## src/rtl/wsp_pkg.sv

```systemverilog
`timescale 1ns / 1ps
`default_nettype none
// ----------------------------------------------------------------------------
// Wall slice projection package
// Shared constants, register codes and the quarter-wave cosine table.
// ----------------------------------------------------------------------------
package wsp_pkg;

    // Register codes, taken from paddr[3:2].
    typedef logic [1:0] reg_idx_t;
    localparam reg_idx_t REG_SCREEN_HEIGHT = 2'd0;
    localparam reg_idx_t REG_SCREEN_WIDTH  = 2'd1;
    localparam reg_idx_t REG_RAY_COUNT     = 2'd2;

    localparam int unsigned CFG_W  = 12;
    localparam int unsigned DIST_W = 24;
    localparam int unsigned COS_W  = 16;
    localparam int unsigned TEX_W  = 6;
    localparam int unsigned COL_W  = 11;
    localparam int unsigned TOP_W  = 11;
    localparam int unsigned ROW_W  = 16;

    localparam logic [CFG_W-1:0] SCREEN_HEIGHT_RST = 12'd512;
    localparam logic [CFG_W-1:0] SCREEN_WIDTH_RST  = 12'd1024;
    localparam logic [CFG_W-1:0] RAY_COUNT_RST     = 12'd256;

    // Cosine over one quarter turn in 32 segments, Q1.15.
    function automatic logic [COS_W-1:0] cos_rom(input logic [5:0] idx);
        logic [COS_W-1:0] val;
        case (idx)
            6'd0:  val = 16'd32768;
            6'd1:  val = 16'd32729;
            6'd2:  val = 16'd32610;
            6'd3:  val = 16'd32413;
            6'd4:  val = 16'd32138;
            6'd5:  val = 16'd31786;
            6'd6:  val = 16'd31357;
            6'd7:  val = 16'd30853;
            6'd8:  val = 16'd30274;
            6'd9:  val = 16'd29622;
            6'd10: val = 16'd28899;
            6'd11: val = 16'd28106;
            6'd12: val = 16'd27246;
            6'd13: val = 16'd26320;
            6'd14: val = 16'd25330;
            6'd15: val = 16'd24279;
            6'd16: val = 16'd23170;
            6'd17: val = 16'd22006;
            6'd18: val = 16'd20788;
            6'd19: val = 16'd19520;
            6'd20: val = 16'd18205;
            6'd21: val = 16'd16846;
            6'd22: val = 16'd15447;
            6'd23: val = 16'd14010;
            6'd24: val = 16'd12540;
            6'd25: val = 16'd11039;
            6'd26: val = 16'd9512;
            6'd27: val = 16'd7962;
            6'd28: val = 16'd6393;
            6'd29: val = 16'd4808;
            6'd30: val = 16'd3212;
            6'd31: val = 16'd1608;
            default: val = 16'd0;
        endcase
        return val;
    endfunction

endpackage
`default_nettype wire

```

## src/rtl/wsp_front.sv

```systemverilog
`timescale 1ns / 1ps
`default_nettype none
// ----------------------------------------------------------------------------
// Wall slice projection front end
// Angle wrap, cosine lookup and interpolation, fisheye distance correction.
// ----------------------------------------------------------------------------
module wsp_front #(
    parameter int unsigned TEXTURE_SIZE     = 64,
    parameter int unsigned PROJECTION_SCALE = 128,
    parameter int unsigned ANGLE_BITS       = 16,
    parameter int unsigned NUM_W            = 27
) (
    input  wire logic                         aclk,
    input  wire logic                         aresetn,
    input  wire logic                         en,
    input  wire logic                         in_valid,
    input  wire logic [15:0]                  player_angle,
    input  wire logic [15:0]                  ray_angle,
    input  wire logic signed [15:0]           sway_angle,
    input  wire logic [wsp_pkg::DIST_W-1:0]   hit_distance,
    input  wire logic [15:0]                  hit_x,
    input  wire logic [15:0]                  hit_y,
    input  wire logic                         hit_on_horizontal,
    input  wire logic [10:0]                  ray_index,
    input  wire logic [wsp_pkg::CFG_W-1:0]    screen_height,
    input  wire logic [wsp_pkg::CFG_W-1:0]    screen_width,
    input  wire logic [wsp_pkg::CFG_W-1:0]    ray_count,
    output logic                              out_valid,
    output logic [wsp_pkg::DIST_W-1:0]        out_cd,
    output logic [NUM_W-1:0]                  out_num,
    output logic [wsp_pkg::TEX_W-1:0]         out_tex,
    output logic [wsp_pkg::CFG_W-1:0]         out_h,
    output logic [wsp_pkg::CFG_W-1:0]         out_w,
    output logic [wsp_pkg::CFG_W-1:0]         out_rc,
    output logic [10:0]                       out_ridx
);
    import wsp_pkg::*;

    localparam int unsigned AB       = ANGLE_BITS;
    localparam int unsigned SEG      = ANGLE_BITS - 7;
    localparam int unsigned TEX_BITS = $clog2(TEXTURE_SIZE);
    localparam int unsigned NUM_K    = PROJECTION_SCALE * 256;
    localparam logic [AB-1:0] QUARTER_A = {2'b01, {(AB-2){1'b0}}};
    localparam logic [AB-1:0] HALF_A    = {2'b10, {(AB-2){1'b0}}};
    localparam logic [AB-1:0] THREE_Q_A = {2'b11, {(AB-2){1'b0}}};
    localparam logic [AB-2:0] QUARTER_R = {1'b1, {(AB-2){1'b0}}};

    // Stage 1: wrapped angle difference and texture column.
    logic [31:0]         pa_w, ra_w, sw_w, ca_w;
    logic [AB-1:0]       ra_m;
    logic [TEX_BITS-1:0] tex_raw, tex_mir;
    logic                mirror;
    logic [31:0]         tex_w;

    always_comb begin
        pa_w = {16'd0, player_angle};
        ra_w = {16'd0, ray_angle};
        sw_w = {{16{sway_angle[15]}}, sway_angle};
        ca_w = pa_w - ra_w - sw_w;
        ra_m = ra_w[AB-1:0];
        if (hit_on_horizontal) begin
            tex_raw = hit_x[TEX_BITS:1];
            mirror  = (ra_m < HALF_A);
        end else begin
            tex_raw = hit_y[TEX_BITS:1];
            mirror  = (ra_m > QUARTER_A) && (ra_m < THREE_Q_A);
        end
        tex_mir = mirror ? ~tex_raw : tex_raw;
        tex_w   = 32'(tex_mir);
    end

    logic                v1_reg;
    logic [AB-1:0]       ca1_reg;
    logic [DIST_W-1:0]   d1_reg;
    logic [TEX_W-1:0]    t1_reg;
    logic [CFG_W-1:0]    h1_reg, w1_reg, rc1_reg;
    logic [10:0]         r1_reg;

    always_ff @(posedge aclk) begin
        if (!aresetn) begin
            v1_reg <= 1'b0;
        end else if (en) begin
            v1_reg <= in_valid;
        end
    end

    always_ff @(posedge aclk) begin
        if (en) begin
            ca1_reg <= ca_w[AB-1:0];
            d1_reg  <= hit_distance;
            t1_reg  <= tex_w[TEX_W-1:0];
            h1_reg  <= screen_height;
            w1_reg  <= screen_width;
            rc1_reg <= ray_count;
            r1_reg  <= ray_index;
        end
    end

    // Stage 2: quadrant fold and table lookup. The back half turn gives zero.
    logic [1:0]     quad;
    logic [AB-3:0]  rem_ang;
    logic [AB-2:0]  folded;
    logic [5:0]     idx;
    logic [SEG-1:0] frac;
    logic [COS_W-1:0] a_val, d_val;

    always_comb begin
        quad    = ca1_reg[AB-1:AB-2];
        rem_ang = ca1_reg[AB-3:0];
        folded  = (quad == 2'd0) ? {1'b0, rem_ang} : (QUARTER_R - {1'b0, rem_ang});
        idx     = folded[AB-2:SEG];
        frac    = folded[SEG-1:0];
        if ((quad[1] ^ quad[0]) || idx[5]) begin
            a_val = '0;
            d_val = '0;
        end else begin
            a_val = cos_rom(idx);
            d_val = a_val - cos_rom(idx + 6'd1);
        end
    end

    logic                v2_reg;
    logic [COS_W-1:0]    a2_reg, dd2_reg;
    logic [SEG-1:0]      f2_reg;
    logic [DIST_W-1:0]   d2_reg;
    logic [TEX_W-1:0]    t2_reg;
    logic [CFG_W-1:0]    h2_reg, w2_reg, rc2_reg;
    logic [10:0]         r2_reg;

    always_ff @(posedge aclk) begin
        if (!aresetn) begin
            v2_reg <= 1'b0;
        end else if (en) begin
            v2_reg <= v1_reg;
        end
    end

    always_ff @(posedge aclk) begin
        if (en) begin
            a2_reg  <= a_val;
            dd2_reg <= d_val;
            f2_reg  <= frac;
            d2_reg  <= d1_reg;
            t2_reg  <= t1_reg;
            h2_reg  <= h1_reg;
            w2_reg  <= w1_reg;
            rc2_reg <= rc1_reg;
            r2_reg  <= r1_reg;
        end
    end

    // Stage 3: linear interpolation between table points.
    logic [COS_W+SEG-1:0] ip_prod, ip_shift;
    logic [COS_W-1:0]     cos_next;

    always_comb begin
        ip_prod  = (COS_W+SEG)'(dd2_reg) * (COS_W+SEG)'(f2_reg);
        ip_shift = ip_prod >> SEG;
        cos_next = a2_reg - ip_shift[COS_W-1:0];
    end

    logic                v3_reg;
    logic [COS_W-1:0]    cos3_reg;
    logic [DIST_W-1:0]   d3_reg;
    logic [TEX_W-1:0]    t3_reg;
    logic [CFG_W-1:0]    h3_reg, w3_reg, rc3_reg;
    logic [10:0]         r3_reg;

    always_ff @(posedge aclk) begin
        if (!aresetn) begin
            v3_reg <= 1'b0;
        end else if (en) begin
            v3_reg <= v2_reg;
        end
    end

    always_ff @(posedge aclk) begin
        if (en) begin
            cos3_reg <= cos_next;
            d3_reg   <= d2_reg;
            t3_reg   <= t2_reg;
            h3_reg   <= h2_reg;
            w3_reg   <= w2_reg;
            rc3_reg  <= rc2_reg;
            r3_reg   <= r2_reg;
        end
    end

    // Stage 4: corrected distance and the height numerator.
    logic [39:0] cd_prod;
    logic [31:0] num_full;

    always_comb begin
        cd_prod  = 40'(d3_reg) * 40'(cos3_reg);
        num_full = 32'(h3_reg) * 32'(NUM_K);
    end

    logic                v4_reg;
    logic [DIST_W-1:0]   cd4_reg;
    logic [NUM_W-1:0]    num4_reg;
    logic [TEX_W-1:0]    t4_reg;
    logic [CFG_W-1:0]    h4_reg, w4_reg, rc4_reg;
    logic [10:0]         r4_reg;

    always_ff @(posedge aclk) begin
        if (!aresetn) begin
            v4_reg <= 1'b0;
        end else if (en) begin
            v4_reg <= v3_reg;
        end
    end

    always_ff @(posedge aclk) begin
        if (en) begin
            cd4_reg  <= cd_prod[38:15];
            num4_reg <= num_full[NUM_W-1:0];
            t4_reg   <= t3_reg;
            h4_reg   <= h3_reg;
            w4_reg   <= w3_reg;
            rc4_reg  <= rc3_reg;
            r4_reg   <= r3_reg;
        end
    end

    assign out_valid = v4_reg;
    assign out_cd    = cd4_reg;
    assign out_num   = num4_reg;
    assign out_tex   = t4_reg;
    assign out_h     = h4_reg;
    assign out_w     = w4_reg;
    assign out_rc    = rc4_reg;
    assign out_ridx  = r4_reg;

endmodule
`default_nettype wire

```

## config.mk

```make
export PLATFORM = sky130hd
export DESIGN_NAME = wsp_front
export DESIGN_NICKNAME = d
export VERILOG_FILES = /design/src/rtl/wsp_pkg.sv /design/src/rtl/wsp_front.sv
export SDC_FILE = /design/constraint.sdc
export NUM_CORES = 2
export LEC_CHECK = 0
export BUFFER_PORTS_ARGS = -buffer_cell sky130_fd_sc_hd__buf_4
export CAP_MARGIN = 20
export CORE_MARGIN = 4
export CORE_UTILIZATION = 56
export CTS_BUF_LIST = sky130_fd_sc_hd__clkbuf_16
export CTS_CLUSTER_SIZE = 25
export DETAILED_ROUTE_END_ITERATION = 16
export PLACE_DENSITY = 0.75
export SETUP_SLACK_MARGIN = 0.15
export SYNTH_ARGS = -nofsm -noshare
export SYNTH_HDL_FRONTEND = slang
export SYNTH_SLANG_ARGS = --single-unit
export TNS_END_PERCENT = 50
```

## constraint.sdc

```tcl
create_clock -name aclk -period 6.35 [get_ports aclk]
set_clock_uncertainty 0.15 [all_clocks]
set_input_delay 1.27 -clock aclk [delete_from_list [all_inputs] [get_ports aclk]]
set_output_delay 1.27 -clock aclk [all_outputs]
set_load 0.02 [all_outputs]
```

==> run metrics <==
outcome=finished, violations left; failing checks=negative setup slack; Final Hold Viols=0; gpl congestion=between 0.9 and 1; final wirelength=74.7 mm; fin cells=4208; Num CTS Buffers=43; Seq/Total Area, Yosys=35.4%; post-synthesis async set-or-reset flop share=0%; Global Route Usage Sum=24.0%; DR vias/cell=between 5 and 6; dpl cells=4053; clk root buf=clkbuf_16; CP endpoint kind=flip-flop; RSZ-0062 raised after global routing=true; die area=62100 sq um; setup ws final=-108 ps; Placed Instance Area=36400 sq um; fmax=0.155 GHz; endpoints failing setup=6; final slew viol count=0; synth-to-layout area growth=21.0%; H-Tree Level Count=2; Cells after Synth=2981; kind of critical path=reg -> reg; flop and latch count out of synthesis=385; # clock sinks=385; number of enable flip-flop cells after synthesis=381; Skew-Pair Late Insertion Delay=590 ps; worst rel slew slack=35.8%; area of the multi-input gates=roughly 19000 sq um; Syn Area/Cell=10.9 sq um; GRT overflow=0; Core Area=57700 sq um; post-route minimum period=about 6500 ps; CP peak stage delay=about 540 ps; startpoint types=flip-flop; largest net degree at the start of global routing=121; post-synth cell types=84; Synth Cell Area=32600 sq um; Initial Utilization=56.5%; TritonCTS clock tree=built; worst path required time=6520 ps; Reg clk slew, reported paths=60 ps; top cells by area, synth=edfxtp_1, fa_1, ha_1; Worst-Margin Slew=964 ps; clk buf depth=3; WL per Instance=17.8 microns; hold_ws=253 ps; Layout Nets=4193; Synthesis Warnings=0; Reg area=about 12000 sq um; Synth top area share=between 30% and 40%; DRC viols=0; arrival time worst endpoint=6630 ps; commonest non-fill, non-tap cell in the layout=inv_1; Post-DP HPWL=between 50 and 60 mm; vias=22700; leading area contributor after synthesis=edfxtp_1; hold crit path type=reg -> reg; maxcap violations=0; post-route cell area=39400 sq um; FILL cells=4036; boundary pin count=261; Die W=249 microns; post-route ant nets=0; initial antenna violation count=1; First DRT Iteration DRCs=1484; Main synth FF type=edfxtp_1; port bufs=approximately 230; most frequent cells in the layout=inv_1, buf_4, fa_1; CP Max Fanout=6; CP max-delay cell=edfxtp_1; Antenna diodes=0; most used cell, CP=fa_1; row cnt=88; layout cells sized above 1=22.0%; global-route wire length before repair=122 mm; pre-CTS setup slack=-520 ps; TritonRoute pass-1 iters=5; period utilisation layout=102%; Die Y=249 microns; vias in the first global route=about 24000
## metal layers
| metal | global-route usage (%) | wire (microns) | vias to the layer above |
|---|---|---|---|
| met2 | 42.7 | 38700 | 797 |
| met3 | 3.68 | 4330 | 200 |
| li1 | - | - | 10400 |
| met5 | 0 | 0 | - |
| met1 | 30.2 | 29000 | 11300 |
| met4 | 7.97 | 2610 | 0 |
## Yosys cell counts (4+ instances only)
cell type  number
nor3_1         50
o21ai_0        52
buf_4          29
nand3_1        36
o21bai_1        4
nand2b_1        8
buf_2          12
o21a_1         15
fa_1          419
nand4_1         4
o31a_1          4
o211ai_1       11
a31oi_1        16
a21o_1         20
edfxtp_1      381
o31ai_1        13
a211oi_1       16
nand2_1       368
a41oi_1         5
clkbuf_1       97
a311oi_1        7
o22ai_1         4
nor2b_1        24
mux2i_1        13
a21oi_1        79
nor4_1          6
and2_1        238
a2111oi_0       5
and3_1         12
or3_1          18
or2_2           8
xor2_1         41
ha_1          208
dfxtp_1         4
inv_1         513
nor3b_1         4
xnor2_1        51
nor2_1        111
## worst paths after layout
kind               startpoint         end  slack, ps  cells past startpoint
hold reg to reg     w1_reg[7]   w2_reg[7]        250                      0
setup / recovery  cos3_reg[4]  out_cd[14]       -110                     25
setup reg to reg  cos3_reg[4]  out_cd[14]       -110                     25
hold / removal      w1_reg[7]   w2_reg[7]        250                      0
## kinds of logic (layout without fill, tap and decap cells)
| group | count (synthesis) | count (layout) | synth area share (%) |
|---|---|---|---|
| AO/OA/AOI/OAI | 297 | 297 | 6.19 |
| XOR/XNOR | 97 | 97 | 2.81 |
| adder cells (fa/ha/maj) | 627 | 627 | 33.7 |
| buffers and inverters | 658 | 1106 | 7.98 |
| flip-flops | 385 | 385 | 35.4 |
| multiplexers | 16 | 16 | 0.503 |
| other | 1 | 15 | 0.0115 |
| AND/OR/NAND/NOR | 900 | 900 | 13.4 |
## through the flow
step	TNS, ps	util, %
6_report	-267	68.4
5_1_grt	-2150	68.4
4_1_cts	-127	67.1
3_5_place_dp	-3040	63.1
3_3_place_gp	-1240	63.1
2_1_floorplan	0	-
## worst max-delay path: cells and delay by family, from the launching register on
family          cells  cell delay [ps]
fa+ha+maj           7             3180
compound gates      5             1010
buf+inv            10              940
flops               1              540
simple gates        3              350
## repair_timing
item | CTS | global route
hold buffers | 0 | 0
gates resized for setup | 81 | 133
pin swaps | 60 | 102
gates cloned | 0 | 0
setup buffers | 52 | 25
endpoints found under the setup margin | 23 | 30
## layout make-up
type	count	area share, %
inverter	516	4.91
sequential	385	29.2
timing repair buffer	512	10.7
tap	765	2.43
clock inverter	35	1.23
multi-input combinational	1952	48.8
clock buffer	43	2.73
Power is left out: the tool's default activity adds up to more than one toggle a clock period on the data nets, which glitch-free logic cannot reach.
