### config.mk
export PLATFORM = sky130hd
export DESIGN_NAME = wsp_back
export DESIGN_NICKNAME = d
export VERILOG_FILES = /design/src/rtl/wsp_pkg.sv /design/src/rtl/wsp_div_pipe.sv /design/src/rtl/wsp_back.sv
export SDC_FILE = /design/constraint.sdc
export NUM_CORES = 2
export LEC_CHECK = 0
export BUFFER_PORTS_ARGS = -buffer_cell sky130_fd_sc_hd__buf_2
export CAP_MARGIN = 20
export CORE_AREA = 2 2 451 453
export DETAILED_ROUTE_END_ITERATION = 8
export DIE_AREA = 0 0 453 455
export PLACE_DENSITY = 0.78
export SLEW_MARGIN = 30
export SYNTH_ARGS = -nofsm -noshare
export SYNTH_HDL_FRONTEND = slang
export SYNTH_SLANG_ARGS = --single-unit
### constraint.sdc
create_clock -name aclk -period 6.3 [get_ports aclk]
set_clock_uncertainty 0.2 [all_clocks]
set_input_delay 0.63 -clock aclk [delete_from_list [all_inputs] [get_ports aclk]]
set_output_delay 0.63 -clock aclk [all_outputs]
set_load 0.01 [all_outputs]
### src/rtl/wsp_pkg.sv
`timescale 1ns / 1ps
`default_nettype none
// ----------------------------------------------------------------------------
// Wall slice projection package
// Shared constants, register codes and the quarter-wave cosine table.
// ----------------------------------------------------------------------------
package wsp_pkg;

    // Register codes, taken from paddr[3:2].
    typedef logic [1:0] reg_idx_t;
    localparam reg_idx_t REG_SCREEN_HEIGHT = 2'd0;
    localparam reg_idx_t REG_SCREEN_WIDTH  = 2'd1;
    localparam reg_idx_t REG_RAY_COUNT     = 2'd2;

    localparam int unsigned CFG_W  = 12;
    localparam int unsigned DIST_W = 24;
    localparam int unsigned COS_W  = 16;
    localparam int unsigned TEX_W  = 6;
    localparam int unsigned COL_W  = 11;
    localparam int unsigned TOP_W  = 11;
    localparam int unsigned ROW_W  = 16;

    localparam logic [CFG_W-1:0] SCREEN_HEIGHT_RST = 12'd512;
    localparam logic [CFG_W-1:0] SCREEN_WIDTH_RST  = 12'd1024;
    localparam logic [CFG_W-1:0] RAY_COUNT_RST     = 12'd256;

    // Cosine over one quarter turn in 32 segments, Q1.15.
    function automatic logic [COS_W-1:0] cos_rom(input logic [5:0] idx);
        logic [COS_W-1:0] val;
        case (idx)
            6'd0:  val = 16'd32768;
            6'd1:  val = 16'd32729;
            6'd2:  val = 16'd32610;
            6'd3:  val = 16'd32413;
            6'd4:  val = 16'd32138;
            6'd5:  val = 16'd31786;
            6'd6:  val = 16'd31357;
            6'd7:  val = 16'd30853;
            6'd8:  val = 16'd30274;
            6'd9:  val = 16'd29622;
            6'd10: val = 16'd28899;
            6'd11: val = 16'd28106;
            6'd12: val = 16'd27246;
            6'd13: val = 16'd26320;
            6'd14: val = 16'd25330;
            6'd15: val = 16'd24279;
            6'd16: val = 16'd23170;
            6'd17: val = 16'd22006;
            6'd18: val = 16'd20788;
            6'd19: val = 16'd19520;
            6'd20: val = 16'd18205;
            6'd21: val = 16'd16846;
            6'd22: val = 16'd15447;
            6'd23: val = 16'd14010;
            6'd24: val = 16'd12540;
            6'd25: val = 16'd11039;
            6'd26: val = 16'd9512;
            6'd27: val = 16'd7962;
            6'd28: val = 16'd6393;
            6'd29: val = 16'd4808;
            6'd30: val = 16'd3212;
            6'd31: val = 16'd1608;
            default: val = 16'd0;
        endcase
        return val;
    endfunction

endpackage
`default_nettype wire

### src/rtl/wsp_div_pipe.sv
`timescale 1ns / 1ps
`default_nettype none
// ----------------------------------------------------------------------------
// Pipelined restoring divider
// One quotient bit per stage, NUM_W stages, with a side word carried along.
// ----------------------------------------------------------------------------
module wsp_div_pipe #(
    parameter int unsigned NUM_W  = 8,
    parameter int unsigned DEN_W  = 8,
    parameter int unsigned SIDE_W = 1
) (
    input  wire logic              aclk,
    input  wire logic              aresetn,
    input  wire logic              en,
    input  wire logic              in_valid,
    input  wire logic [NUM_W-1:0]  in_num,
    input  wire logic [DEN_W-1:0]  in_den,
    input  wire logic [SIDE_W-1:0] in_side,
    output logic                   out_valid,
    output logic [NUM_W-1:0]       out_quo,
    output logic [SIDE_W-1:0]      out_side
);
    logic              vld_reg  [NUM_W];
    logic [NUM_W-1:0]  nq_reg   [NUM_W];
    logic [SIDE_W-1:0] side_reg [NUM_W];
    logic [DEN_W-1:0]  rem_reg  [NUM_W-1];
    logic [DEN_W-1:0]  den_reg  [NUM_W-1];

    for (genvar k = 0; k < NUM_W; k++) begin : g_stage
        logic              src_vld;
        logic [DEN_W-1:0]  src_rem;
        logic [DEN_W-1:0]  src_den;
        logic [NUM_W-1:0]  src_nq;
        logic [SIDE_W-1:0] src_side;
        logic [DEN_W:0]    trial;
        logic [DEN_W:0]    diff;
        logic              qbit;

        if (k == 0) begin : g_first
            assign src_vld  = in_valid;
            assign src_rem  = '0;
            assign src_den  = in_den;
            assign src_nq   = in_num;
            assign src_side = in_side;
        end else begin : g_rest
            assign src_vld  = vld_reg[k-1];
            assign src_rem  = rem_reg[k-1];
            assign src_den  = den_reg[k-1];
            assign src_nq   = nq_reg[k-1];
            assign src_side = side_reg[k-1];
        end

        // The numerator shifts out at the top while quotient bits shift in below.
        always_comb begin
            trial = {src_rem, src_nq[NUM_W-1]};
            diff  = trial - {1'b0, src_den};
            qbit  = (trial >= {1'b0, src_den});
        end

        always_ff @(posedge aclk) begin
            if (!aresetn) begin
                vld_reg[k] <= 1'b0;
            end else if (en) begin
                vld_reg[k] <= src_vld;
            end
        end

        always_ff @(posedge aclk) begin
            if (en) begin
                nq_reg[k]   <= {src_nq[NUM_W-2:0], qbit};
                side_reg[k] <= src_side;
            end
        end

        if (k < NUM_W - 1) begin : g_keep
            always_ff @(posedge aclk) begin
                if (en) begin
                    rem_reg[k] <= qbit ? diff[DEN_W-1:0] : trial[DEN_W-1:0];
                    den_reg[k] <= src_den;
                end
            end
        end
    end

    assign out_valid = vld_reg[NUM_W-1];
    assign out_quo   = nq_reg[NUM_W-1];
    assign out_side  = side_reg[NUM_W-1];

endmodule
`default_nettype wire

### src/rtl/wsp_back.sv
`timescale 1ns / 1ps
`default_nettype none
// ----------------------------------------------------------------------------
// Wall slice projection back end
// Height clamp, texture step division, clipping, start row and screen column.
// ----------------------------------------------------------------------------
module wsp_back #(
    parameter int unsigned TEXTURE_SIZE = 64,
    parameter int unsigned NUM_W        = 27
) (
    input  wire logic                       aclk,
    input  wire logic                       aresetn,
    input  wire logic                       en,
    input  wire logic                       in_valid,
    input  wire logic [NUM_W-1:0]           raw_quo,
    input  wire logic [NUM_W-1:0]           span_quo,
    input  wire logic [10:0]                ridx,
    input  wire logic                       rc_zero,
    input  wire logic [wsp_pkg::DIST_W-1:0] cd,
    input  wire logic [wsp_pkg::TEX_W-1:0]  tex,
    input  wire logic [wsp_pkg::CFG_W-1:0]  h,
    output logic                            out_valid,
    output logic [wsp_pkg::CFG_W-1:0]       out_wall_height,
    output logic [wsp_pkg::TOP_W-1:0]       out_wall_top,
    output logic [wsp_pkg::COL_W-1:0]       out_column_x,
    output logic [wsp_pkg::TEX_W-1:0]       out_tex_column,
    output logic [wsp_pkg::ROW_W-1:0]       out_tex_row_start,
    output logic [wsp_pkg::ROW_W-1:0]       out_tex_row_step,
    output logic [wsp_pkg::DIST_W-1:0]      out_corrected_distance
);
    import wsp_pkg::*;

    localparam int unsigned STEP_NUM = TEXTURE_SIZE * 1024;
    localparam int unsigned STEP_W   = $clog2(STEP_NUM + 1);
    localparam int unsigned SIDE_W   = NUM_W + COL_W + DIST_W + TEX_W + CFG_W;

    // Stage 1: height floor of one and screen column.
    logic [21:0] col_prod;
    always_comb begin
        col_prod = 22'(ridx) * 22'(span_quo[10:0]);
    end

    logic              v1_reg;
    logic [NUM_W-1:0]  raw1_reg;
    logic [COL_W-1:0]  col1_reg;
    logic [DIST_W-1:0] cd1_reg;
    logic [TEX_W-1:0]  t1_reg;
    logic [CFG_W-1:0]  h1_reg;

    always_ff @(posedge aclk) begin
        if (!aresetn) begin
            v1_reg <= 1'b0;
        end else if (en) begin
            v1_reg <= in_valid;
        end
    end

    always_ff @(posedge aclk) begin
        if (en) begin
            raw1_reg <= (raw_quo == '0) ? NUM_W'(1) : raw_quo;
            col1_reg <= rc_zero ? '0 : col_prod[COL_W-1:0];
            cd1_reg  <= cd;
            t1_reg   <= tex;
            h1_reg   <= h;
        end
    end

    // Texture step divider.
    logic              dv_valid;
    logic [STEP_W-1:0] step_quo;
    logic [SIDE_W-1:0] dv_side;
    logic [NUM_W-1:0]  raw_d;
    logic [COL_W-1:0]  col_d;
    logic [DIST_W-1:0] cd_d;
    logic [TEX_W-1:0]  t_d;
    logic [CFG_W-1:0]  h_d;

    wsp_div_pipe #(
        .NUM_W  (STEP_W),
        .DEN_W  (NUM_W),
        .SIDE_W (SIDE_W)
    ) u_step_div (
        .aclk      (aclk),
        .aresetn   (aresetn),
        .en        (en),
        .in_valid  (v1_reg),
        .in_num    (STEP_W'(STEP_NUM)),
        .in_den    (raw1_reg),
        .in_side   ({raw1_reg, col1_reg, cd1_reg, t1_reg, h1_reg}),
        .out_valid (dv_valid),
        .out_quo   (step_quo),
        .out_side  (dv_side)
    );

    assign {raw_d, col_d, cd_d, t_d, h_d} = dv_side;

    // Stage 2: step saturation and clipping against the screen height.
    logic [31:0]      step_w;
    logic [ROW_W-1:0] step_sat;
    logic             over;
    logic [NUM_W-1:0] excess;
    logic [CFG_W-1:0] height;

    always_comb begin
        step_w   = 32'(step_quo);
        step_sat = (step_w > 32'hFFFF) ? 16'hFFFF : step_w[ROW_W-1:0];
        over     = (raw_d > NUM_W'(h_d));
        excess   = over ? (raw_d - NUM_W'(h_d)) : '0;
        height   = over ? h_d : raw_d[CFG_W-1:0];
    end

    logic              v2_reg;
    logic [ROW_W-1:0]  step2_reg;
    logic [NUM_W-1:0]  ex2_reg;
    logic [CFG_W-1:0]  ht2_reg;
    logic [TOP_W-1:0]  top2_reg;
    logic [COL_W-1:0]  col2_reg;
    logic [DIST_W-1:0] cd2_reg;
    logic [TEX_W-1:0]  t2_reg;

    always_ff @(posedge aclk) begin
        if (!aresetn) begin
            v2_reg <= 1'b0;
        end else if (en) begin
            v2_reg <= dv_valid;
        end
    end

    always_ff @(posedge aclk) begin
        if (en) begin
            step2_reg <= step_sat;
            ex2_reg   <= excess;
            ht2_reg   <= height;
            top2_reg  <= h_d[CFG_W-1:1] - height[CFG_W-1:1];
            col2_reg  <= col_d;
            cd2_reg   <= cd_d;
            t2_reg    <= t_d;
        end
    end

    // Stage 3: clipped rows times step.
    logic              v3_reg;
    logic [NUM_W+15:0] prod3_reg;
    logic [ROW_W-1:0]  step3_reg;
    logic [CFG_W-1:0]  ht3_reg;
    logic [TOP_W-1:0]  top3_reg;
    logic [COL_W-1:0]  col3_reg;
    logic [DIST_W-1:0] cd3_reg;
    logic [TEX_W-1:0]  t3_reg;

    always_ff @(posedge aclk) begin
        if (!aresetn) begin
            v3_reg <= 1'b0;
        end else if (en) begin
            v3_reg <= v2_reg;
        end
    end

    always_ff @(posedge aclk) begin
        if (en) begin
            prod3_reg <= (NUM_W+16)'(ex2_reg) * (NUM_W+16)'(step2_reg);
            step3_reg <= step2_reg;
            ht3_reg   <= ht2_reg;
            top3_reg  <= top2_reg;
            col3_reg  <= col2_reg;
            cd3_reg   <= cd2_reg;
            t3_reg    <= t2_reg;
        end
    end

    // Stage 4: halve and saturate the start row.
    logic [NUM_W+15:0] half;
    logic [ROW_W-1:0]  start_sat;
    always_comb begin
        half      = prod3_reg >> 1;
        start_sat = (|half[NUM_W+15:16]) ? 16'hFFFF : half[ROW_W-1:0];
    end

    logic              v4_reg;
    logic [ROW_W-1:0]  start4_reg, step4_reg;
    logic [CFG_W-1:0]  ht4_reg;
    logic [TOP_W-1:0]  top4_reg;
    logic [COL_W-1:0]  col4_reg;
    logic [DIST_W-1:0] cd4_reg;
    logic [TEX_W-1:0]  t4_reg;

    always_ff @(posedge aclk) begin
        if (!aresetn) begin
            v4_reg <= 1'b0;
        end else if (en) begin
            v4_reg <= v3_reg;
        end
    end

    always_ff @(posedge aclk) begin
        if (en) begin
            start4_reg <= start_sat;
            step4_reg  <= step3_reg;
            ht4_reg    <= ht3_reg;
            top4_reg   <= top3_reg;
            col4_reg   <= col3_reg;
            cd4_reg    <= cd3_reg;
            t4_reg     <= t3_reg;
        end
    end

    assign out_valid              = v4_reg;
    assign out_wall_height        = ht4_reg;
    assign out_wall_top           = top4_reg;
    assign out_column_x           = col4_reg;
    assign out_tex_column         = t4_reg;
    assign out_tex_row_start      = start4_reg;
    assign out_tex_row_step       = step4_reg;
    assign out_corrected_distance = cd4_reg;

endmodule
`default_nettype wire

==> results.cfg <==
[status]
status = finished, violations left
violations = negative setup slack

[finish]
instances_no_fill = 11834
drive_gt1_share_pct = 13.11
nNetsFinal = 10072
nFillCells = 14497
fin_util_pct = 64.63
area_growth_pct = 14.03
largest_reg_flops = 931

[yosys]
synthTopCellsByCount = edfxtp_1, inv_1, nand2_1, ha_1, fa_1
synth-edff-count = 2366
synth-seq-cells = 2371
yosysWarningCount = 0
ys_seq_area_share_pct = 62.37
postSynthCellCount = 8339
synth.top_cell.area_share_pct = 62.28
dominantRegCellSynth = edfxtp_1
synth_top_cell_by_area = edfxtp_1
synth.distinct_cells = 80
synthTopCellsByArea = edfxtp_1, fa_1, ha_1, inv_1, nand2_1
avgSynthCellArea_um2 = 13.68
postSynth.asyncResetShare_pct = 0
yosysMostFrequentCell = edfxtp_1
synth_area_mm2 = 0.1141

[grt]
grt-ovfl-total = 0
grt_pass1_vias = 66076
grt_usage_pct = 22.04
grt_start_max_net_pins = 205
grt_pass1_wl_mm = 357.4
grt_antenna_before_repair = 3

[setup_path]
crit_type = reg -> reg
rr_endpoint = prod3_reg[27]
worst_setup_path_start_kind = flop
reg2reg_slack_ns = -0.09
crit_required_ns = 6.69
crit_fanout = 6
cp.arrival_ns = 6.78
end_kind = flop
reg2reg_from = step2_reg[15]
reg2reg_depth = 23

[hold_path]
hp-start = u_step_div.side_reg[7][81]
worstHoldPathCells = 0
hold_class = reg -> reg
hold_path_end = u_step_div.side_reg[8][1]

[detailed_routing]
post_drt_wl_per_cell_um = 19.13
vias = 65161
viasPerCell = 5.506
drt-initial-drc-count = 4998
drt_first_pass_iters = 6
drtAntennaViolNets = 0
drt_wl_total_mm = 226.4
drc = 0

[die]
start_util_pct = 56.68
die_h_um = 455
fp.dieW_um = 453
placementRows = 165
design.core.area_mm2 = 0.2013
io-pin-count = 209
die-area_mm2 = 0.2061

[place]
dp.cells = 11283
gp_congestion = 0.9139
io_buffer_count = 192
hpwl_mm = 159.5

[cts]
cts_buffers = 233
path_clk_slew_ns = 0.06
htreeDepth = 4
cts_tree = done
worst_skew_pair.late_latency_ns = 0.91
cts_buffer_depth = 3
root_buffer = clkbuf_16
numClockSinks = 2371

[sta]
drv_slew = 0
slew_headroom_pct = 30.31
clock.fmax_ghz = 0.1565
hold_ws_ns = 0.1498
rsz0062_at_grt = yes
setup_slack_ns = -0.09169
setup_viol = 10
hold_violations = 0
max_slew.worst_pin.slew_ns = 1.038
finalCritPeriodShare_pct = 101.5
period_needed_ns = 6.392

[job]
drv_cap = 0
metrics by stage:
step	setup TNS (ns)	setup WS (ns)	instance area, µm²
after global placement	-4.252	-0.3972	120100
after global routing	-4.149	-0.3318	130100
after floorplan	-0.003055	-0.003055	114200
final	-0.4285	-0.09169	130100
after detailed placement	-4.455	-0.4027	120100
after CTS	-0.3712	-0.07835	129700
cell families after synthesis:
| family | Yosys count | share of synthesized area [%] |
|---|---|---|
| other cells | 1 | 0.003287 |
| buf+inv | 1190 | 3.967 |
| simple gates | 1870 | 7.881 |
| mux | 177 | 1.720 |
| fa+ha+maj | 992 | 13.48 |
| xor+xnor | 404 | 3.102 |
| compound gates | 1334 | 7.483 |
| flops | 2371 | 62.37 |
worst max-delay path: stages, from the launching register on:
cell	delay, ns
edfxtp_1	0.43
buf_12	0.16
buf_12	0.13
and2_1	0.17
fa_1	0.57
fa_1	0.46
fa_2	0.59
fa_1	0.43
fa_1	0.50
inv_1	0.05
fa_1	0.54
inv_2	0.06
ha_4	0.30
nand3_2	0.08
o21ai_2	0.16
a31oi_4	0.06
o211ai_1	0.30
a31oi_1	0.15
buf_4	0.16
buf_4	0.12
buf_4	0.13
buf_4	0.12
buf_4	0.12
xnor2_1	0.12
area by class of cell:
class	count	area (µm²)	area share, %
sequential	2371	71150	54.69
multi-input combinational	4789	39130	30.08
clock buffer	276	6022	4.629
timing repair buffer	568	4687	3.603
inverter	1005	3772	2.900
tap	2672	3343	2.570
clock inverter	150	1981	1.522
antenna	3	7.507	0.005771
cells in the final DEF (no fill, tap or decap), drive strengths merged, types with 95 or more instances in the layout:
master / instances
edfxtp: 2366
buf: 492
nor3: 95
ha: 597
a21oi: 328
nor2: 328
mux2: 152
clkbuf: 276
and2: 241
nand2: 692
xor2: 162
fa: 395
o21ai: 365
a21o: 178
inv: 1014
clkinv: 95
xnor2: 242
routing by layer:
layer / routed length [µm] / global-route usage, % / vias to the layer above
li1: - / - / 30936
met1: 94770 / 28.73 / 32068
met5: 13 / 0 / -
met2: 113500 / 38.24 / 1702
met4: 7784 / 7.604 / 2
met3: 10310 / 2.841 / 453
worst max path at each step:
stage | start | endpoint | cells past startpoint
global route | step2_reg[6] | prod3_reg[39] | 24
floorplan | step2_reg[6] | prod3_reg[30] | 22
global placement | step2_reg[6] | prod3_reg[33] | 24
finish | step2_reg[15] | prod3_reg[27] | 23
CTS | step2_reg[6] | prod3_reg[30] | 22
detailed placement | step2_reg[5] | prod3_reg[33] | 24
timing repair:
| action | CTS | global route |
|---|---|---|
| hold endpoints to repair | 83 | 26 |
| buffers inserted | 30 | 10 |
| endpoints found under the setup margin | 17 | 20 |
| cloned | 4 | 0 |
| hold buffers | 75 | 1 |
| pin swaps | 145 | 70 |
| gates resized for setup | 119 | 66 |
Power is not shown: default switching activity piles up to over one toggle a cycle in this logic, so the estimate is an artifact.
