==> src/rtl/wsp_div_pipe.sv <==
`timescale 1ns / 1ps
`default_nettype none
// ----------------------------------------------------------------------------
// Pipelined restoring divider
// One quotient bit per stage, NUM_W stages, with a side word carried along.
// ----------------------------------------------------------------------------
module wsp_div_pipe #(
    parameter int unsigned NUM_W  = 8,
    parameter int unsigned DEN_W  = 8,
    parameter int unsigned SIDE_W = 1
) (
    input  wire logic              aclk,
    input  wire logic              aresetn,
    input  wire logic              en,
    input  wire logic              in_valid,
    input  wire logic [NUM_W-1:0]  in_num,
    input  wire logic [DEN_W-1:0]  in_den,
    input  wire logic [SIDE_W-1:0] in_side,
    output logic                   out_valid,
    output logic [NUM_W-1:0]       out_quo,
    output logic [SIDE_W-1:0]      out_side
);
    logic              vld_reg  [NUM_W];
    logic [NUM_W-1:0]  nq_reg   [NUM_W];
    logic [SIDE_W-1:0] side_reg [NUM_W];
    logic [DEN_W-1:0]  rem_reg  [NUM_W-1];
    logic [DEN_W-1:0]  den_reg  [NUM_W-1];

    for (genvar k = 0; k < NUM_W; k++) begin : g_stage
        logic              src_vld;
        logic [DEN_W-1:0]  src_rem;
        logic [DEN_W-1:0]  src_den;
        logic [NUM_W-1:0]  src_nq;
        logic [SIDE_W-1:0] src_side;
        logic [DEN_W:0]    trial;
        logic [DEN_W:0]    diff;
        logic              qbit;

        if (k == 0) begin : g_first
            assign src_vld  = in_valid;
            assign src_rem  = '0;
            assign src_den  = in_den;
            assign src_nq   = in_num;
            assign src_side = in_side;
        end else begin : g_rest
            assign src_vld  = vld_reg[k-1];
            assign src_rem  = rem_reg[k-1];
            assign src_den  = den_reg[k-1];
            assign src_nq   = nq_reg[k-1];
            assign src_side = side_reg[k-1];
        end

        // The numerator shifts out at the top while quotient bits shift in below.
        always_comb begin
            trial = {src_rem, src_nq[NUM_W-1]};
            diff  = trial - {1'b0, src_den};
            qbit  = (trial >= {1'b0, src_den});
        end

        always_ff @(posedge aclk) begin
            if (!aresetn) begin
                vld_reg[k] <= 1'b0;
            end else if (en) begin
                vld_reg[k] <= src_vld;
            end
        end

        always_ff @(posedge aclk) begin
            if (en) begin
                nq_reg[k]   <= {src_nq[NUM_W-2:0], qbit};
                side_reg[k] <= src_side;
            end
        end

        if (k < NUM_W - 1) begin : g_keep
            always_ff @(posedge aclk) begin
                if (en) begin
                    rem_reg[k] <= qbit ? diff[DEN_W-1:0] : trial[DEN_W-1:0];
                    den_reg[k] <= src_den;
                end
            end
        end
    end

    assign out_valid = vld_reg[NUM_W-1];
    assign out_quo   = nq_reg[NUM_W-1];
    assign out_side  = side_reg[NUM_W-1];

endmodule
`default_nettype wire

==> config.mk <==
export PLATFORM = sky130hd
export DESIGN_NAME = wsp_div_pipe
export DESIGN_NICKNAME = d
export VERILOG_FILES = /design/src/rtl/wsp_div_pipe.sv
export SDC_FILE = /design/constraint.sdc
export NUM_CORES = 1
export LEC_CHECK = 0
export BUFFER_PORTS_ARGS = -buffer_cell sky130_fd_sc_hd__buf_2
export CAP_MARGIN = 20
export CORE_MARGIN = 2
export CORE_UTILIZATION = 40
export CTS_BUF_LIST = sky130_fd_sc_hd__clkbuf_4 sky130_fd_sc_hd__clkbuf_8 sky130_fd_sc_hd__clkbuf_16
export DETAILED_ROUTE_END_ITERATION = 6
export SLEW_MARGIN = 25
export SYNTH_ARGS = -nofsm -noshare
export SYNTH_HDL_FRONTEND = slang
export SYNTH_SLANG_ARGS = --single-unit
==> constraint.sdc <==
create_clock -name aclk -period 2.5 [get_ports aclk]
set_clock_uncertainty 0.2 [all_clocks]
set_input_delay 0.375 -clock aclk [delete_from_list [all_inputs] [get_ports aclk]]
set_output_delay 0.375 -clock aclk [all_outputs]
set_load 0.02 [all_outputs]
==> flow_metrics.tcl, run 1 <==
set metrics [dict create \
    viasPerCell 5.15 \
    drc 0 \
    ys_seq_area_share_pct 62.0 \
    max-clock-path-buffers 2 \
    cp_max_fo 2 \
    critPathTopFamily "adder cells" \
    outcome "completed" \
    syn_area_um2 9290 \
    wl_per_cell_um 15.1 \
    grt_max_degree 54 \
    p_per_area_nw_per_um2 942 \
    n_fill_cell 1934 \
    pre_cts_ws_ns -0.0418 \
    multiInputGateArea_um2 3390 \
    use_met1_pct 12.5 \
    antenna_found_initial 0 \
    cts_tree "done" \
    grt_overflow 0 \
    worstSetupPathType "reg2reg" \
    drive_gt1_share_pct 27.5 \
    ys_warn_count 0 \
    ff_latch_area_um2 5760 \
    grt_busiest_layer "met2" \
    ir_drop_uv 468 \
    finish.utilization_pct 49.5 \
    cp_cell_sequence "ha_4, fa_2, nor2b_2, o31a_1, nor4_1, a311o_1, mux2_4" \
    largest_reg_flops 64 \
    start_util_pct 40.9 \
    gp_routability_congestion 0.868 \
    first_pass_iters 4 \
    worst-path-buf-inv 0 \
    power_leakage_uw 0.00450 \
    grt_use_met2_pct 27.0 \
    dpl.cell_count 986 \
    cp.arrival_ns 2.45 \
    async_flop_share_pct 0 \
    cp.required_ns 2.48 \
    cap_violations 0 \
    die_height_um 156 \
    period_needed_ns 2.47 \
    relSlewSlack_pct 64.8 \
    setup-violations-final 0 \
    die_area_um2 24500 \
    drt-total-wl_um 15900 \
    ant_nets 0 \
    path_clk_slew_ns 0.07 \
    design_area_um2 11200 \
    min_path_type "in2reg" \
    grt.total_usage_pct 13.2 \
    synth-seq-cells 192 \
    slowest_delay_ns 0.44 \
    htreeDepth 4 \
    fin_tns_setup_ns 0 \
    grt_pass1_wl_um 25500 \
    final_hold_viol_count 0 \
    rows 55 \
    max_freq_mhz 404 \
    portBuffers 30 \
    coreArea_um2 22700 \
    endpoint_kind "register" \
    place.detailed.hpwl_um 11200 \
    cts_inserted_buffers 17 \
    syn_nets 728 \
    final_nets 840 \
    synth_area_leader_cell "edfxtp_1" \
    synth.distinct_cells 48 \
    syn_inst 643 \
    ys.flop_type "edfxtp_1" \
    synth_enable_flop_cells 191 \
    postPlaceCellArea_um2 10100 \
    diodes 0 \
    cp_slowest_cell "edfxtp_1" \
    finalNonFillerCells 1053 \
    worst_slew_pin_slew_ns 0.522 \
    synth.area.top_cells "edfxtp_1, ha_1, mux2_4" \
    use_met3_pct 2.74 \
    syn_to_final_growth_pct 20.9 \
    min_period_over_period_pct 98.9 \
    grt_pass1_vias 5630 \
    io_pins 31 \
    syn_area_per_cell_um2 14.4 \
    fp.dieW_um 156 \
    drt_iter0_markers 267 \
    synth.top_cell.area_share_pct 61.8 \
    maxSlewViolCount 0 \
    root_buffer "clkbuf_16" \
    via_count 5418 \
    critPathLaunchType "register" \
    final.setup.worst_slack_ns 0.0267 \
    clk_latency_ns 0.43 \
    cts_sinks 192 \
]
## synth_stat cells, drive strengths merged (6+ instances only)
cell type / count
nand2: 10
fa: 6
a21o: 21
a211oi: 10
inv: 81
buf: 8
nand3: 12
xnor2: 16
nand2b: 10
mux2: 34
nor3: 20
ha: 58
a311o: 6
and3: 11
a21oi: 20
nor2b: 7
nor4: 6
o21ai: 15
a211o: 8
edfxtp: 191
o31a: 6
nor2: 23
o21a: 10
mux2i: 14
## layout by cell type, fill, tap and decap left out, types with 9 or more instances in the layout
master / Yosys / routed
ha_4: 0 / 10
mux2i_1: 14 / 14
mux2_2: 10 / 9
mux2_4: 24 / 25
buf_2: 4 / 29
and3_1: 11 / 11
buf_4: 0 / 53
nor3_1: 20 / 19
clkbuf_16: 0 / 18
ha_1: 58 / 43
nor2_1: 23 / 23
a21o_1: 17 / 17
nand3_1: 12 / 10
xnor2_1: 16 / 16
dlygate4sd3_1: 0 / 16
inv_1: 81 / 80
a21oi_1: 19 / 15
edfxtp_1: 191 / 191
nand2b_1: 10 / 10
o21a_1: 10 / 9
o21ai_0: 13 / 13
## power breakdown
part / total (uW) / internal, uW / leakage, uW / switching, uW
Clock: 2690 / 1440 / 0.000284 / 1250
Sequential: 4400 / 4170 / 0.00187 / 222
Combinational: 3490 / 1900 / 0.00234 / 1590
Total: 10600 / 7510 / 0.00450 / 3070
## final timing paths
| path | slack (ns) | start | to | cells after the start |
|---|---|---|---|---|
| worst min-delay path | 0.07 | aresetn | vld_reg[1][0] | 2 |
| worst max register to register | 0.03 | den_reg[1][0] | rem_reg[2][6] | 7 |
| worst max-delay path | 0.03 | den_reg[1][0] | rem_reg[2][6] | 7 |
| worst min register to register | 0.21 | nq_reg[1][1] | nq_reg[1][10] | 0 |
## routing by layer
| metal | vias to the layer above | share of wire [%] |
|---|---|---|
| met5 | - | 0 |
| met4 | 0 | 2.6 |
| met3 | 31 | 2.3 |
| met2 | 83 | 58 |
| met1 | 2663 | 37 |
| li1 | 2641 | - |
## layout make-up
cell class | instances | share of cell area (%)
sequential | 192 | 51.2
inverter | 81 | 2.71
timing repair buffer | 105 | 7.48
tap | 285 | 3.18
clock inverter | 14 | 1.29
multi-input combinational | 358 | 30.2
clock buffer | 18 | 3.91
## stage by stage
| stage | power (uW) | hold WS, ns |
|---|---|---|
| final | 10600 | 0.0698 |
| after global routing | 11100 | 0.0564 |
| after CTS | 10400 | 0.0576 |
| after detailed placement | 7590 | 0.205 |
| after global placement | 7440 | 0.201 |
| after floorplan | 6710 | 0.200 |
## worst reg2reg max path, stage by stage, from the launching register on
cell and delay, ns:
edfxtp_1 0.44, ha_4 0.20, fa_2 0.41, nor2b_2 0.14, o31a_1 0.19, nor4_1 0.05, a311o_1 0.33, mux2_4 0.27
## what timing repair did
item / CTS / global route
pin swaps: 1 / 11
hold endpoints to repair: 16 / 0
gates cloned: 0 / 1
hold buffers: 16 / 0
gates resized for setup: 5 / 39
setup buffers: 0 / 18
setup endpoints to repair: 18 / 37
## cell families after synthesis
| group | synth area share [%] |
|---|---|
| DFF | 62.0 |
| AOI/OAI and AO/OA | 10.1 |
| and+or+nand+nor | 6.36 |
| buffers and inverters | 4.19 |
| adders and majority gates | 9.11 |
| muxes | 6.60 |
| xor gates and xnor gates | 1.70 |
Note: power is estimated with default switching activity, not from simulation.
==> run 2: changes to the inputs <==
--- a/config.mk
+++ b/config.mk
@@ -5,12 +5,14 @@
 export SDC_FILE = /design/constraint.sdc
 export NUM_CORES = 1
 export LEC_CHECK = 0
+export ABC_AREA = 1
 export BUFFER_PORTS_ARGS = -buffer_cell sky130_fd_sc_hd__buf_2
 export CAP_MARGIN = 20
 export CORE_MARGIN = 2
 export CORE_UTILIZATION = 40
 export CTS_BUF_LIST = sky130_fd_sc_hd__clkbuf_4 sky130_fd_sc_hd__clkbuf_8 sky130_fd_sc_hd__clkbuf_16
 export DETAILED_ROUTE_END_ITERATION = 6
+export MAX_ROUTING_LAYER = met4
 export SLEW_MARGIN = 25
 export SYNTH_ARGS = -nofsm -noshare
 export SYNTH_HDL_FRONTEND = slang
==> flow_metrics.tcl, run 2 <==
set metrics [dict create \
    rsz0062_at_grt "false" \
    coreArea_um2 23500 \
    final_hold_viol_count 0 \
    ys_warn_count 0 \
    diodes 0 \
    io_pins 31 \
    grt_max_degree 48 \
    post_cts.repair.setup_buffers 0 \
    power_uw 10200 \
    r2r-start "den_reg[3][4]" \
    clk_latency_ns 0.44 \
    synth_enable_flop_cells 191 \
    worst_slew_pin_slew_ns 0.602 \
    cp.arrival_ns 2.23 \
    seq_power_share_pct 43.2 \
    first_pass_iters 4 \
    die_area_um2 25300 \
    htreeDepth 4 \
    syn_nets 1014 \
    syn_area_um2 9620 \
    worstSetupPathType "reg2reg" \
    cp_cell_sequence "inv_1, ha_1, nand2_1, nor2_1, nand2_1, nor2_1, nor2_2, nand2_4, nand2_1, nand2_1" \
    cp.required_ns 2.47 \
    synth.most_common_cell "nand2_1" \
    wl_per_cell_um 13.0 \
    hold_path_startpoint "in_num[7]" \
    cp_slowest_cell "edfxtp_1" \
    critPathLaunchType "register" \
    synth_area_leader_cell "edfxtp_1" \
    internal_power_uw 6920 \
    p_per_area_nw_per_um2 920 \
    async_flop_share_pct 0 \
    cts-resized-gates 0 \
    cts_inserted_buffers 17 \
    endpoint_kind "register" \
    min_period_over_period_pct 90.4 \
    start_util_pct 40.8 \
    drive_gt1_share_pct 9.13 \
    synth.area.top_cells "edfxtp_1, nand2_1, ha_1" \
    drt-total-wl_um 17200 \
    period_needed_ns 2.26 \
    largest_reg_flops 64 \
    viasPerCell 4.65 \
    cts_tree "done" \
    setup-violations-final 0 \
    critPathTopFamily "simple AND/OR/NAND/NOR gates" \
    slowest_delay_ns 0.40 \
    synth.distinct_cells 31 \
    drc 0 \
    gp_routability_congestion 0.875 \
    relSlewSlack_pct 59.5 \
    worst-path-buf-inv 1 \
    cts_hold_buf 17 \
    synth.top_cell.area_share_pct 59.6 \
    cap_violations 0 \
    die_height_um 159 \
    grt.total_usage_pct 14.8 \
    final_nets 1080 \
    maxSlewViolCount 0 \
    p_switching_uw 3250 \
    p_sw_share_pct 32.0 \
    mostFrequentLayoutCells "nand2_1, edfxtp_1, inv_1" \
    syn_area_per_cell_um2 10.4 \
    outcome "completed" \
    ant_nets 0 \
    whs_ns 0.0366 \
    portBuffers 30 \
    min_path_type "in2reg" \
    pwr-share-clk_pct 30.1 \
    synth-seq-cells 192 \
    cp_max_fo 9 \
    root_buffer "clkbuf_16" \
    path_clk_slew_ns 0.08 \
    ys.flop_type "edfxtp_1" \
    cts_sinks 192 \
    rows 56 \
    grt_pass1_vias 6137 \
    fin_tns_setup_ns 0 \
    power_leakage_uw 0.00502 \
    ys_seq_area_share_pct 59.8 \
    crit_top_cell "nand2_1" \
    drt_iter0_markers 312 \
    layout_commonest_cell "nand2_1" \
    via_count 6170 \
    max_freq_mhz 442 \
    syn_inst 929 \
    antenna_found_initial 0 \
    max-clock-path-buffers 2 \
    synth_common_cells "nand2_1, edfxtp_1, inv_1" \
    ir_drop_uv 464 \
    grt_pass1_wl_um 29200 \
    grt_overflow 0 \
    fp.dieW_um 159 \
    syn_to_final_growth_pct 14.9 \
    crit_start "den_reg[3][4]" \
    place.detailed.hpwl_um 12600 \
    power_frac_comb_pct 26.8 \
]
[run 2: final cells by class]
cell class | count | area (um2)
fill | 2212 | 12500
clock buffer | 17 | 425
inverter | 160 | 601
clock inverter | 15 | 245
sequential | 192 | 5760
tap | 319 | 399
multi-input combinational | 571 | 3220
timing repair buffer | 53 | 412
[run 2: cell families after synthesis]
| family | after synthesis | share of synthesized area, % |
|---|---|---|
| flip-flops | 192 | 59.8 |
| AO/OA/AOI/OAI | 31 | 1.89 |
| buffers and inverters | 166 | 6.70 |
| adder cells (fa/ha/maj) | 64 | 8.80 |
| XOR/XNOR | 18 | 1.64 |
| AND/OR/NAND/NOR | 458 | 21.1 |
[run 2: path summary, 6_finish.rpt]
path | end | slack, ns | cells after the start
max | rem_reg[4][4] | 0.24 | 10
min | rem_reg[0][0] | 0.04 | 3
max reg2reg | rem_reg[4][4] | 0.24 | 10
min reg2reg | nq_reg[0][20] | 0.21 | 0
[run 2: per-stage QoR]
| stage | utilization (%) | cells | setup slack [ns] | area [um2] |
|---|---|---|---|---|
| after floorplan | - | 929 | 0.581 | 9620 |
| after global placement | 43.4 | 1278 | 0.240 | 10200 |
| after detailed placement | 43.4 | 1278 | 0.240 | 10200 |
| after CTS | 47.0 | 1327 | 0.224 | 11100 |
| after global routing | 47.0 | 1327 | 0.0925 | 11100 |
| final | 47.0 | 1327 | 0.239 | 11100 |
[run 2: power groups by stage]
stage,registers [uW],logic (uW),clock network [uW]
floorplan,4390,2110,0
global placement,4450,2690,0
detailed placement,4470,2710,0
CTS,4390,2750,3130
global route,4440,3160,3260
finish,4390,2720,3060
[run 2: worst min-delay path, stage by stage]
cell and delay [ns]:
buf_2 0.09, nand2_1 0.05, o21ai_0 0.06
[run 2: metal layers]
metal	vias to the layer above	track usage [%]	wire length, um
met3	28	2.74	391
met4	0	5.62	391
met1	2871	16.5	7420
li1	3202	-	-
met5	-	-	0
met2	69	26.4	9010
==> run 3: changes to the inputs <==
--- a/config.mk
+++ b/config.mk
@@ -13,6 +13,7 @@
 export CTS_BUF_LIST = sky130_fd_sc_hd__clkbuf_4 sky130_fd_sc_hd__clkbuf_8 sky130_fd_sc_hd__clkbuf_16
 export DETAILED_ROUTE_END_ITERATION = 6
 export MAX_ROUTING_LAYER = met4
+export SKIP_CTS_REPAIR_TIMING = 1
 export SLEW_MARGIN = 25
 export SYNTH_ARGS = -nofsm -noshare
 export SYNTH_HDL_FRONTEND = slang
==> constraint.sdc (replaced) <==
create_clock -name aclk -period 2.7 [get_ports aclk]
set_clock_uncertainty 0.2 [all_clocks]
set_input_delay 0.405 -clock aclk [delete_from_list [all_inputs] [get_ports aclk]]
set_output_delay 0.405 -clock aclk [all_outputs]
set_load 0.02 [all_outputs]
==> flow_metrics.tcl, run 3 (synthesized netlist as in run 2, its figures left out) <==
set metrics [dict create \
    outcome "completed" \
    largest_reg_flops 64 \
    path_clk_slew_ns 0.07 \
    mostFrequentLayoutCells "nand2_1, edfxtp_1, inv_1" \
    fp.dieW_um 159 \
    setup-violations-final 0 \
    min_path_cells 3 \
    rsz0062_at_grt "false" \
    period_needed_ns 2.21 \
    diodes 0 \
    r2r_slack_ns 0.49 \
    min_period_over_period_pct 81.7 \
    coreArea_um2 23500 \
    die_area_um2 25300 \
    grt_pass1_wl_um 29200 \
    power_leakage_uw 0.00496 \
    rr_endpoint "rem_reg[4][5]" \
    final_hold_viol_count 0 \
    htreeDepth 4 \
    maxSlewViolCount 0 \
    max_freq_mhz 453 \
    grt.total_usage_pct 14.8 \
    holdPathEnd "vld_reg[1][0]" \
    start_util_pct 40.8 \
    clk_latency_ns 0.43 \
    ff2ff_path_depth 9 \
    rows 56 \
    cts_inserted_buffers 17 \
    whs_ns 0.0520 \
    cts_tree "done" \
    grt_overflow 0 \
    design_area_um2 10900 \
    io_pins 31 \
    cp.required_ns 2.67 \
    max-clock-path-buffers 2 \
    cp_max_fo 9 \
    final.setup.worst_slack_ns 0.494 \
    drc 0 \
    gp_routability_congestion 0.870 \
    viasPerCell 4.61 \
    via_count 6104 \
    die_height_um 159 \
    p_per_area_nw_per_um2 835 \
    r2r-start "rem_reg[3][3]" \
    place.detailed.hpwl_um 12300 \
    drive_gt1_share_pct 8.76 \
    drt-total-wl_um 17000 \
    hold_path_startpoint "aresetn" \
    critPathLaunchType "register" \
    grt_max_degree 68 \
    highest_layer "met4" \
    n_fill_cell 2245 \
    relSlewSlack_pct 63.5 \
    final_nets 1076 \
    fin_tns_setup_ns 0 \
    drt_iter0_markers 273 \
    ir_drop_uv 392 \
    endpoint_kind "register" \
    layout_commonest_cell "nand2_1" \
    syn_to_final_growth_pct 13.7 \
    portBuffers 30 \
    cp.arrival_ns 2.18 \
    root_buffer "clkbuf_16" \
    wl_per_cell_um 12.8 \
    cts_sinks 192 \
    pre_cts_ws_ns 0.458 \
    first_pass_iters 4 \
    dr_wl_met3_um 325 \
    dr_wl_met2_um 8920 \
    worstSetupPathType "reg2reg" \
    postPlaceCellArea_um2 10200 \
    antenna_found_initial 0 \
    grt_pass1_vias 6122 \
    min_path_type "in2reg" \
    cap_violations 0 \
    wl_met1_um 7530 \
    ant_nets 0 \
    worst_slew_pin_slew_ns 0.548 \
]
==> run 3: area by class of cell <==
cell class,count,area (um2),share of cell area (%)
flip-flops and latches,192,5760,52.6
multi-input cells,571,3220,29.4
inverters,160,601,5.49
clock buffers,17,425,3.89
well taps,319,399,3.65
repair buffers,49,367,3.35
clock inverters,15,173,1.58
==> run 3: metrics by stage <==
step                      total power [uW]  std cells  util [%]
final                                 9130       1323      46.5
after global routing                  9780       1323      46.5
after CTS                             9220       1307      45.8
after detailed placement              6630       1275      43.2
after global placement                6600       1275      43.2
after floorplan                       6020        929         -
==> run 3: critical path, stage by stage (launching register included) <==
cell      delay (ns)
edfxtp_1        0.41
ha_1            0.38
nand2_1         0.11
nor2_1          0.06
nand2_1         0.07
nor2_1          0.05
nor2_2          0.36
nand2_4         0.15
nand2_1         0.09
nand2_1         0.07
==> run 3: worst max path at each step <==
stage | startpoint | end | slack, ns | cells past startpoint
CTS | den_reg[3][6] | rem_reg[4][5] | 0.45 | 10
detailed placement | den_reg[3][6] | rem_reg[4][5] | 0.46 | 10
global route | den_reg[3][6] | rem_reg[4][6] | 0.31 | 10
floorplan | rem_reg[3][1] | rem_reg[4][7] | 0.78 | 8
global placement | nq_reg[0][31] | rem_reg[4][6] | 0.47 | 10
finish | rem_reg[3][3] | rem_reg[4][5] | 0.49 | 9
==> run 3: power by group <==
group	switching [uW]	total, uW	leakage (uW)	internal [uW]
registers	219	4070	0.00189	3850
clock network	1170	2560	0.000285	1400
logic	1560	2490	0.00279	936
==> run 3: per-layer routing <==
| layer | vias to the layer above | track usage (%) |
|---|---|---|
| met5 | - | - |
| met4 | 0 | 4.63 |
| met3 | 19 | 3.15 |
| met2 | 60 | 25.9 |
| met1 | 2831 | 16.9 |
| li1 | 3194 | - |
